--- src/hw/rtl/spritz_pkg.sv ---
`timescale 1ns / 1ps
`default_nettype none
package spritz_pkg;
  typedef enum logic [1:0] {
    OP_INIT   = 2'd0,
    OP_ABSORB = 2'd1,
    OP_STOP   = 2'd2,
    OP_DRIP   = 2'd3
  } op_e;

  typedef enum logic [4:0] {
    S_CLEAR, S_IDLE, S_DISPATCH,
    S_NIB_RD_A, S_NIB_RD_B, S_NIB_WR_A, S_NIB_WR_B,
    S_UPD_RD_I, S_UPD_RD_IJ, S_UPD_RD_J, S_UPD_RD_JJ, S_UPD_WR_I, S_UPD_WR_J,
    S_CR_RD_L, S_CR_RD_H, S_CR_WR_L, S_CR_WR_H,
    S_DR_RD_1, S_DR_RD_2, S_DR_RD_3, S_DR_DONE, S_OUT
  } state_e;

  localparam logic [7:0] Half = 8'd128;
  localparam logic [7:0] Last = 8'd255;
  localparam logic [9:0] WhipLast = 10'd511;

  typedef struct packed {
    logic       we;
    logic [7:0] waddr;
    logic [7:0] wdata;
    logic [7:0] raddr;
  } mem_req_t;
endpackage
`default_nettype wire

--- src/hw/rtl/spritz_ram.sv ---
`timescale 1ns / 1ps
`default_nettype none
module spritz_ram (
  input  wire logic               clk_i,
  input  wire spritz_pkg::mem_req_t req_i,
  output logic [7:0]              rdata_o
);
  import spritz_pkg::*;

  logic [7:0] mem_q [256];

  always_ff @(posedge clk_i) begin
    if (req_i.we) mem_q[req_i.waddr] <= req_i.wdata;
    rdata_o <= mem_q[req_i.raddr];
  end
endmodule
`default_nettype wire

--- src/hw/rtl/spritz_ctrl.sv ---
`timescale 1ns / 1ps
`default_nettype none
module spritz_ctrl (
  input  wire logic                clk_i,
  input  wire logic                rst_ni,
  input  wire logic                in_valid_i,
  output logic                     in_stall_o,
  input  wire logic [1:0]          op_i,
  input  wire logic [7:0]          data_i,
  output logic                     out_valid_o,
  input  wire logic                out_stall_i,
  output logic [7:0]               out_byte_o,
  output spritz_pkg::mem_req_t     req_o,
  input  wire logic [7:0]          rdata_i
);
  import spritz_pkg::*;

  state_e state_q, state_d;
  logic [7:0] pi_q, pi_d, pj_q, pj_d, pk_q, pk_d, z_q, z_d, a_q, a_d, w_q, w_d;
  logic [7:0] t0_q, t0_d, t1_q, t1_d, cnt8_q, cnt8_d, dat_q, dat_d, ob_q, ob_d;
  logic [9:0] ucnt_q, ucnt_d;
  logic [2:0] phase_q, phase_d; // shuffle step: 0,2,4 whip; 1,3 crush
  logic       shuf_q, shuf_d;   // shuffle active
  logic       nib_q, nib_d;     // second nibble pending
  logic [1:0] op_q, op_d;
  logic       ov_q, ov_d;
  logic       acc;

  assign acc = in_valid_i && !in_stall_o;
  assign in_stall_o = (state_q != S_IDLE) || ov_q;
  assign out_valid_o = ov_q;
  assign out_byte_o = ob_q;

  // sequencer: all datapath and next-state decisions for the operations
  always_comb begin
    pi_d = pi_q; pj_d = pj_q; pk_d = pk_q; z_d = z_q; a_d = a_q; w_d = w_q;
    t0_d = t0_q; t1_d = t1_q; cnt8_d = cnt8_q; dat_d = dat_q; ob_d = ob_q;
    ucnt_d = ucnt_q; phase_d = phase_q; shuf_d = shuf_q; nib_d = nib_q;
    op_d = op_q; ov_d = ov_q;
    req_o = '0;
    state_d = state_q;
    if (ov_q && !out_stall_i) ov_d = 1'b0;
    unique case (state_q)
      S_CLEAR: begin
        req_o.we = 1'b1; req_o.waddr = cnt8_q; req_o.wdata = cnt8_q;
        cnt8_d = cnt8_q + 8'd1;
      end
      S_IDLE: if (acc) begin
        op_d = op_i; dat_d = data_i; nib_d = 1'b0;
        if (op_e'(op_i) == OP_INIT) begin
          pi_d = '0; pj_d = '0; pk_d = '0; z_d = '0; a_d = '0; w_d = 8'd1;
          cnt8_d = '0;
        end
      end
      S_DISPATCH: ;
      S_NIB_RD_A: req_o.raddr = a_q;
      S_NIB_RD_B: begin
        t0_d = rdata_i;
        req_o.raddr = Half + {4'd0, nib_q ? dat_q[7:4] : dat_q[3:0]};
      end
      S_NIB_WR_A: begin
        t1_d = rdata_i;
        req_o.we = 1'b1; req_o.waddr = a_q; req_o.wdata = rdata_i;
      end
      S_NIB_WR_B: begin
        req_o.we = 1'b1;
        req_o.waddr = Half + {4'd0, nib_q ? dat_q[7:4] : dat_q[3:0]};
        req_o.wdata = t0_q;
        a_d = a_q + 8'd1;
        nib_d = !nib_q;
      end
      S_UPD_RD_I: req_o.raddr = pi_q;
      S_UPD_RD_IJ: begin
        t0_d = rdata_i;
        req_o.raddr = rdata_i + pj_q;
      end
      S_UPD_RD_J: begin
        pj_d = rdata_i + pk_q;
        req_o.raddr = rdata_i + pk_q;
      end
      S_UPD_RD_JJ: begin
        t1_d = rdata_i;
        pk_d = rdata_i + pk_q + pi_q;
      end
      S_UPD_WR_I: begin
        req_o.we = 1'b1; req_o.waddr = pi_q; req_o.wdata = t1_q;
      end
      S_UPD_WR_J: begin
        req_o.we = 1'b1; req_o.waddr = pj_q; req_o.wdata = t0_q;
      end
      S_CR_RD_L: req_o.raddr = cnt8_q;
      S_CR_RD_H: begin
        t0_d = rdata_i;
        req_o.raddr = Last - cnt8_q;
      end
      S_CR_WR_L: begin
        t1_d = rdata_i;
        if (t0_q > rdata_i) begin
          req_o.we = 1'b1; req_o.waddr = cnt8_q; req_o.wdata = rdata_i;
        end
      end
      S_CR_WR_H: begin
        if (t0_q > t1_q) begin
          req_o.we = 1'b1; req_o.waddr = Last - cnt8_q; req_o.wdata = t0_q;
        end
        cnt8_d = cnt8_q + 8'd1;
      end
      S_DR_RD_1: req_o.raddr = z_q + pk_q;
      S_DR_RD_2: req_o.raddr = pi_q + rdata_i;
      S_DR_RD_3: req_o.raddr = pj_q + rdata_i;
      S_DR_DONE: begin
        z_d = rdata_i;
        ob_d = dat_q ^ rdata_i;
        ov_d = 1'b1;
      end
      S_OUT: ;
      default: ;
    endcase
    // control flow
    unique case (state_q)
      S_CLEAR: if (cnt8_q == Last) state_d = S_IDLE;
      S_IDLE: state_d = acc ? S_DISPATCH : S_IDLE;
      S_DISPATCH: begin
        unique case (op_e'(op_q))
          OP_INIT: state_d = S_CLEAR;
          OP_ABSORB, OP_STOP: begin
            if (a_q == Half) begin
              shuf_d = 1'b1; phase_d = '0; ucnt_d = '0; state_d = S_UPD_RD_I;
              pi_d = pi_q + w_q;
            end else if (op_e'(op_q) == OP_STOP) begin
              a_d = a_q + 8'd1; state_d = S_IDLE;
            end else begin
              state_d = S_NIB_RD_A;
            end
          end
          OP_DRIP: begin
            shuf_d = a_q != 8'd0; phase_d = '0; ucnt_d = '0;
            pi_d = pi_q + w_q;
            state_d = S_UPD_RD_I;
          end
          default: state_d = S_IDLE;
        endcase
      end
      S_NIB_RD_A: state_d = S_NIB_RD_B;
      S_NIB_RD_B: state_d = S_NIB_WR_A;
      S_NIB_WR_A: state_d = S_NIB_WR_B;
      S_NIB_WR_B: state_d = nib_q ? S_IDLE : S_DISPATCH;
      S_UPD_RD_I: state_d = S_UPD_RD_IJ;
      S_UPD_RD_IJ: state_d = S_UPD_RD_J;
      S_UPD_RD_J: state_d = S_UPD_RD_JJ;
      S_UPD_RD_JJ: state_d = S_UPD_WR_I;
      S_UPD_WR_I: state_d = S_UPD_WR_J;
      S_UPD_WR_J: begin
        if (!shuf_q) state_d = S_DR_RD_1;
        else if (ucnt_q != WhipLast) begin
          ucnt_d = ucnt_q + 10'd1; pi_d = pi_q + w_q; state_d = S_UPD_RD_I;
        end else begin
          w_d = w_q + 8'd2; ucnt_d = '0;
          if (phase_q == 3'd4) begin
            shuf_d = 1'b0; a_d = '0;
            if (op_e'(op_q) == OP_DRIP) begin
              pi_d = pi_q + w_q + 8'd2; state_d = S_UPD_RD_I;
            end else state_d = S_DISPATCH;
          end else begin
            phase_d = phase_q + 3'd1; cnt8_d = '0; state_d = S_CR_RD_L;
          end
        end
      end
      S_CR_RD_L: state_d = S_CR_RD_H;
      S_CR_RD_H: state_d = S_CR_WR_L;
      S_CR_WR_L: state_d = S_CR_WR_H;
      S_CR_WR_H: begin
        if (cnt8_q == (Half - 8'd1)) begin
          phase_d = phase_q + 3'd1; pi_d = pi_q + w_q; state_d = S_UPD_RD_I;
        end else state_d = S_CR_RD_L;
      end
      S_DR_RD_1: state_d = S_DR_RD_2;
      S_DR_RD_2: state_d = S_DR_RD_3;
      S_DR_RD_3: state_d = S_DR_DONE;
      S_DR_DONE: state_d = S_IDLE;
      S_OUT: state_d = S_IDLE;
      default: state_d = S_IDLE;
    endcase
  end

  always_ff @(posedge clk_i or negedge rst_ni) begin
    if (!rst_ni) begin
      state_q <= S_CLEAR; cnt8_q <= '0; ov_q <= 1'b0;
      pi_q <= '0; pj_q <= '0; pk_q <= '0; z_q <= '0; a_q <= '0; w_q <= 8'd1;
      ucnt_q <= '0; phase_q <= '0; shuf_q <= 1'b0; nib_q <= 1'b0; op_q <= '0;
    end else begin
      state_q <= state_d; cnt8_q <= cnt8_d; ov_q <= ov_d;
      pi_q <= pi_d; pj_q <= pj_d; pk_q <= pk_d; z_q <= z_d; a_q <= a_d; w_q <= w_d;
      ucnt_q <= ucnt_d; phase_q <= phase_d; shuf_q <= shuf_d; nib_q <= nib_d;
      op_q <= op_d;
    end
  end

  always_ff @(posedge clk_i) begin
    t0_q <= t0_d; t1_q <= t1_d; dat_q <= dat_d; ob_q <= ob_d;
  end

  a_stall_busy: assert property (@(posedge clk_i) disable iff (!rst_ni)
    (state_q != S_IDLE) |-> in_stall_o) else $error("accepted while busy");
  a_odd_w: assert property (@(posedge clk_i) disable iff (!rst_ni)
    w_q[0]) else $error("step even");
  a_a_bound: assert property (@(posedge clk_i) disable iff (!rst_ni)
    a_q <= 8'd129) else $error("absorb count too large");
  a_out_hold: assert property (@(posedge clk_i) disable iff (!rst_ni)
    (ov_q && out_stall_i) |=> ov_q && $stable(ob_q)) else $error("result lost");
endmodule
`default_nettype wire

--- src/hw/rtl/spritz_sponge_cipher.sv ---
`timescale 1ns / 1ps
`default_nettype none
// a drip result becomes valid once its transaction has passed the dispatch, any shuffle,
// the update and the drip read states
// a shuffle adds 1536 updates and 256 crush steps, bounded by the single read and write
// port of the permutation memory
// after reset, and after each init transaction, all 256 entries are rewritten to the identity
// permutation while input is stalled; results wait in an output register
module spritz_sponge_cipher (
  input  wire logic       clk_i,
  input  wire logic       rst_ni,
  input  wire logic       in_valid_i,
  output logic            in_stall_o,
  input  wire logic [1:0] op_i,
  input  wire logic [7:0] data_i,
  output logic            out_valid_o,
  input  wire logic       out_stall_i,
  output logic [7:0]      out_byte_o
);
  import spritz_pkg::*;

  mem_req_t   req;
  logic [7:0] rdata;

  spritz_ctrl u_ctrl (
    .clk_i, .rst_ni, .in_valid_i, .in_stall_o, .op_i, .data_i,
    .out_valid_o, .out_stall_i, .out_byte_o, .req_o(req), .rdata_i(rdata)
  );

  spritz_ram u_ram (.clk_i, .req_i(req), .rdata_o(rdata));
endmodule
`default_nettype wire
--- config.mk ---
export PLATFORM = sky130hd
export DESIGN_NAME = spritz_sponge_cipher
export DESIGN_NICKNAME = d
export VERILOG_FILES = /design/src/hw/rtl/spritz_pkg.sv /design/src/hw/rtl/spritz_ram.sv /design/src/hw/rtl/spritz_ctrl.sv /design/src/hw/rtl/spritz_sponge_cipher.sv
export SDC_FILE = /design/constraint.sdc
export NUM_CORES = 2
export LEC_CHECK = 0
export ABC_AREA = 1
export ABC_CLOCK_PERIOD_IN_PS = 35800
export BUFFER_PORTS_ARGS = -buffer_cell sky130_fd_sc_hd__buf_4
export CELL_PAD_IN_SITES_DETAIL_PLACEMENT = 0
export CELL_PAD_IN_SITES_GLOBAL_PLACEMENT = 2
export CORE_MARGIN = 2
export CORE_UTILIZATION = 46
export DETAILED_ROUTE_END_ITERATION = 12
export PLACE_DENSITY_LB_ADDON = 0.1
export SYNTH_ARGS = -nofsm -noshare
export SYNTH_HDL_FRONTEND = slang
export SYNTH_SLANG_ARGS = --single-unit
--- constraint.sdc ---
create_clock -name clk_i -period 35.8 [get_ports clk_i]
set_input_delay 1.79 -clock clk_i [delete_from_list [all_inputs] [get_ports clk_i]]
set_output_delay 1.79 -clock clk_i [all_outputs]
set_load 0.05 [all_outputs]
## Yosys cells after proc, flatten, opt, wreduce, memory -nomap -nowiden

Memories as Yosys holds them, arrays and structs flattened. A register that Yosys moved wholly into a read port is not among the register bits.
Index checks and enable logic that the tools add are counted.

- Output and inout bits: 10
- Memory bits (writable): 2048
- Input bits: 14
- Memories kept: 1
- Word-level logic and storage cells: 184
- Bits in registers: 111

- Eq/ne operators: 38
- Add/sub/neg operators: 14
- Mux-type cells: 80
- Bitwise operators: 1
- Reduce and logical (&&, ||, !) cells: 30
- Order comparisons: 2

Memories:

| name | words | bits a word | rd ports | clocked after Yosys merged registers in | wr ports | line | source |
|---|---|---|---|---|---|---|---|
| u_ram.mem_q | 256 | 8 | 1 | 1 | 1 | spritz_ram.sv:10 | `logic [7:0] mem_q [256];` |

Operator list:

| kind | number |
|---|---|
| 8-bit 2-to-1 mux | 31 |
| 17-bit one-hot mux with 7 select lines | 1 |
| 8-bit one-hot mux with 2 select lines | 7 |
| 5-bit one-hot mux with 20 select lines | 1 |
| 8-bit one-hot mux with 9 select lines | 1 |
| 8-bit adder | 6 |
| 5-bit by 4-bit equality test with 1-bit output (second input constant) | 8 |
| 10-bit one-hot mux with 2 select lines | 2 |
| 17-bit 2-to-1 mux | 2 |
| 10-bit 2-to-1 mux | 3 |
| 5-bit equality test (second input constant) | 5 |
| 8-bit one-hot mux with 3 select lines | 1 |
| 5-bit by 3-bit equality test with 1-bit output (second input constant) | 4 |
| 5-bit 2-to-1 mux | 4 |
| 3-bit 2-to-1 mux | 6 |
| 8-bit by 1-bit adder with 8-bit output (second input constant) | 2 |
| 8-bit by 2-bit adder with 8-bit output (second input constant) | 2 |
| 8-bit equality test (second input constant) | 2 |
| 8-bit > comparator | 2 |
| 5-bit one-hot mux with 3 select lines | 1 |
| 4-bit 2-to-1 mux | 3 |
| 3-bit AND reduction | 4 |
| 2-bit nonzero test | 6 |
| 10-bit by 1-bit adder with 10-bit output (second input constant) | 1 |
| 33 further kinds | 60 |

## Logic depth before layout (Yosys ltp)

- Depth after elaboration: 11
- Depth in mapped cells: 22

## Cells and area by module

From an unflattened synthesis, not the netlist that was laid out.

- Cells, all modules: 8165
- Area, all modules: 91905.6 um^2

Modules (own cells, without submodules):

| module | instances | cells each | seq. area each (um^2) | area each (um^2) |
|---|---|---|---|---|
| spritz_ram | 1 | 7003 | 61659.1 | 83396.2 |
| spritz_ctrl | 1 | 1162 | 2939.1 | 8509.4 |

## Least setup slack after synthesis

OpenSTA, ideal clock, no wires.

- Path type: flip-flop to flip-flop
- Start: register u_ram.rdata_o[1] (read register of u_ram.mem_q)
- End: memory u_ram.mem_q[0][2], data pin
- Slack: 21.873 ns
- Required time: 33.612 ns
- Arrival: 11.738 ns
- Cell stages (with the launch flop): 10
- Cells stage by stage: dfxtp_1 inv_1 ha_1 a21oi_1 o21a_1 o221ai_1 o21ai_0 nor2_1 nor2_1 o21ai_0

RTL lines:

| item | line | source |
|---|---|---|
| start, declared | spritz_ram.sv:6 | `output logic [7:0] rdata_o` |
| end, declared | spritz_ram.sv:10 |  |

## Worst setup path after layout

- Start: register u_ctrl.state_q[2]
- End: register u_ram.rdata_o[6] (read register of u_ram.mem_q)

- Longest elaborated chain between the ends: 3

Ends and longest elaborated chain:

| item | line | source |
|---|---|---|
| start, declared | spritz_ctrl.sv:18 | `state_e state_q, state_d;` |
| start signal, assigned | spritz_ctrl.sv:192 | `state_q <= state_d; cnt8_q <= cnt8_d; ov_q <= ov_d;` |
| 5-bit by 4-bit equality test with 1-bit output or 5-bit equality test (tied branches) | spritz_ctrl.sv:43 | `unique case (state_q)` |
| 2-bit OR reduction (no source line) | -- |  |
| 8-bit one-hot mux with 9 select lines (*) | spritz_ctrl.sv:43 |  |

Every way passes the cells marked *; elsewhere a longest branch is shown, timed or not.
A chain may end at the register's enable or synchronous reset.

==> impl_metrics.toml <==
[floorplan]
ios = 24
die_height_um = 467
start_util_pct = 46.4
core_area_um2 = 212000
dieWidth_um = 467
rows = 169
die_area_um2 = 218000

[timing]
worst-slew-pin-transition_ns = 1.31
period_share_pct = 21.7
hold_violations = 0
fmax_mhz = 129
timing.final.ws_setup_ns = 28.02
finClkSkew_ns = 0.0345
slew_violations = 0
rsz0062_at_grt = "no"
final_period_minus_worst_setup_slack_ns = 7.78
relSlewSlack_pct = 12.1
setup_tns_ns = 0
setup_violations = 0

[clock_tree]
cts.clk_slew.worst_paths_ns = 0.06
post_cts_buffers = 0
root_buffer = "clkbuf_16"
htreeDepth = 4
cts_buffers = 229
cts_max_path_buffers = 3
cts.sinks = 2167
ctsResizeCount = 0
cts_hold_buf = 0
cts_tree = "done"
insertion_delay_ns = 0.89

[outcome]
run_status = "finished, final reports clean"

[critical_path]
path_buf_inv = 4
r2r_slack_ns = 28.02
cp_top_family = "buffers and inverters"
critPathKind = "flip-flop to flip-flop"
path_common_cell = "nand3_1"
crit_arrival_ns = 8.58
end_kind = "flip-flop"
crit_fanout = 178
cp_num_cells = 21
worstPathCellList = "nor2_4 -> nand2_2 -> o21ai_1 -> o21ai_0 -> ha_1 -> fa_1 -> nand2_1 -> nand3_1 -> nor2_4 -> buf_12 -> buf_4 -> buf_4 -> buf_4 -> nand3_1 -> nand3_1 -> nand3_1 -> nand3_1 -> nand3_1 -> nand3_1 -> nand3_1 -> nand2_1"
r2r-start = "u_ctrl.state_q[2]$_DFFE_PN0P_"
reg2regPathDepth = 21
cp_slowest_cell = "buf_4"
slowest_delay_ns = 0.87
start_kind = "flip-flop"
r2r_end = "u_ram.rdata_o[6]$_DFF_P_"
critPathRequiredTime_ns = 36.60

[cells_and_area]
n_fill_cell = 19300
drive_above_1_share_pct = 5.15
nets = 9596
syn2layout_area_growth_pct = 9.70

[logic_synthesis]
synth_cell_types = 54
synth.most_common_cell = "edfxtp_1"
synth_edf_count = 2080
ys_ff_latch = 2167
yosysTopAreaCell = "edfxtp_1"
synth-async-reset-ratio_pct = 3.65
synth_common_cells = "2,080 x edfxtp_1, 2,037 x nand3_1, 1,891 x inv_1, 1,855 x nand2_1, 376 x nor2_1"
synthTopCellsByArea = "edfxtp_1 63%, nand3_1 10%, inv_1 7.2%"
avgSynthCellArea_um2 = 10.2
synth_area_um2 = 98400
synthCells = 9662
synth_fp_nets = 9745
synth_top_area_share_pct = 63.5
synthFlopType = "edfxtp_1"
yosys_warnings = 0
yosysSeqAreaShare_pct = 65.6

[placement]
dp_hpwl_mm = 173
gp_congestion = 0.844
portBuffers = 23
dp_worst_setup_slack_ns = 28.14

[power_and_ir_drop]
p_seq_share_pct = 34.2
power_uw = 9470
swShare_pct = 43.5
internal-power_uw = 5350
max-vdd-ir-drop_uv = 148
pwr-share-comb_pct = 41.9
switchingPower_uw = 4120
p_per_area_nw_per_um2 = 87.7
leakage_uw = 0.0444
clkPwrFrac_pct = 23.9

[routing]
totalWireLength_mm = 307
drt_first_pass_iters = 6
first_iter_violations = 6923
drc = 0
ant_nets = 0
avgViaCountPerCell = 5.43
drt-wirelength-per-cell_um = 24.5
vias = 68000

[min_path]
min-delay-start = "u_ctrl.z_q[0]$_DFFE_PN0P_"
hold_path_class = "flip-flop to flip-flop"
hold_path_end = "u_ctrl.z_q[0]$_DFFE_PN0P_"
min_path_cells = 2

[run]
cap_violations = 0

[grt]
antenna_found_initial = 10
grt_overflow = 0
grt_pass1_vias = 65600
grtUsageTotal_pct = 28.0
grt_max_degree = 195
grt_pass1_wl_mm = 452
[per-layer routing]
layer | GRT usage (%) | wire [um]
met3 | 3.33 | 18800
met5 | 0 | 14
met2 | 44.8 | 143000
met4 | 8.10 | 8560
met1 | 40.4 | 137000
[kinds of logic after synthesis]
group	synth area share [%]
compound gates	2.50
xor+xnor	0.303
fa+ha+maj	0.915
buf+inv	9.64
flops	65.6
simple gates	21.0
[metrics by stage]
stage	hold slack, ns	area [um^2]	util, %	instances
6_report	0.493	108000	50.9	12500
3_3_place_gp	0.476	101000	47.6	12100
4_1_cts	0.489	108000	50.9	12500
5_1_grt	0.510	108000	50.9	12500
2_1_floorplan	0.448	98400	-	9662
3_5_place_dp	0.474	101000	47.6	12100
[worst max-delay path by stage]
stage / to / startpoint
floorplan: u_ram.mem_q[0][2]$_DFFE_PP_ / u_ram.rdata_o[1]$_DFF_P_
global placement: u_ram.rdata_o[6]$_DFF_P_ / u_ctrl.state_q[2]$_DFFE_PN0P_
detailed placement: u_ram.rdata_o[6]$_DFF_P_ / u_ctrl.state_q[2]$_DFFE_PN0P_
CTS: u_ram.rdata_o[6]$_DFF_P_ / u_ctrl.state_q[2]$_DFFE_PN0P_
global route: u_ram.rdata_o[6]$_DFF_P_ / u_ctrl.state_q[3]$_DFFE_PN0P_
finish: u_ram.rdata_o[6]$_DFF_P_ / u_ctrl.state_q[2]$_DFFE_PN0P_
[state kept, by name, summed over array words and instances (netlist names)]
register / count
u_ctrl.a_q: 8
u_ctrl.cnt8_q: 8
u_ctrl.dat_q: 8
u_ctrl.nib_q: 1
u_ctrl.op_q: 2
u_ctrl.out_byte_o: 8
u_ctrl.out_valid_o: 1
u_ctrl.phase_q: 3
u_ctrl.pi_q: 8
u_ctrl.pj_q: 8
u_ctrl.pk_q: 8
u_ctrl.shuf_q: 1
u_ctrl.state_q: 5
u_ctrl.t0_q: 8
u_ctrl.t1_q: 8
u_ctrl.ucnt_q: 10
u_ctrl.w_q: 8
u_ctrl.z_q: 8
u_ram.mem_q: 2048
u_ram.rdata_o: 8
[layout by cell type, fill, tap and decap left out, types with 29 or more instances in the layout]
| cell type | netlist | final |
|---|---|---|
| edfxtp_1 | 2080 | 2080 |
| nand3_1 | 2037 | 2036 |
| inv_1 | 1891 | 1890 |
| nand2_1 | 1855 | 1840 |
| nor2_1 | 376 | 375 |
| clkbuf_16 | 0 | 234 |
| nand3b_1 | 219 | 219 |
| buf_4 | 2 | 123 |
| a21oi_1 | 120 | 120 |
| o21ai_0 | 97 | 95 |
| dfrtp_1 | 78 | 78 |
| clkbuf_1 | 164 | 68 |
| o211ai_1 | 67 | 67 |
| ha_1 | 64 | 64 |
| clkinv_1 | 1 | 63 |
| o21ai_1 | 47 | 47 |
| clkinv_2 | 0 | 35 |
| xor2_1 | 29 | 29 |
[worst register-to-register path, delay by kind of cell (launching register included)]
| kind | cells | cell delay (ns) |
|---|---|---|
| AND/OR/NAND/NOR | 13 | 2.20 |
| AO/OA/AOI/OAI | 2 | 0.89 |
| flip-flops | 1 | 0.46 |
| adder cells (fa/ha/maj) | 2 | 0.71 |
| buffers and inverters | 4 | 3.43 |
[power by group through the flow]
stage / registers, uW / clock network, uW / logic [uW]
final: 3240 / 2260 / 3970
after global placement: 3290 / 0 / 3980
after detailed placement: 3290 / 0 / 3980
after floorplan: 3460 / 0 / 2340
after CTS: 3230 / 2300 / 3990
after global routing: 3240 / 2390 / 4290
[area by class of cell]
type	instances	area [um^2]	area share, %
Tap cell	2821	3530	3.27
Multi-Input combinational cell	5075	24600	22.7
Inverter	1906	7170	6.64
Sequential cell	2167	64600	59.8
Timing Repair Buffer	134	1140	1.06
Clock inverter	121	858	0.795
Antenna cell	1	2.50	0.00232
Clock buffer	302	6110	5.66
No activity file was read; power rests on OpenSTA's default activity.
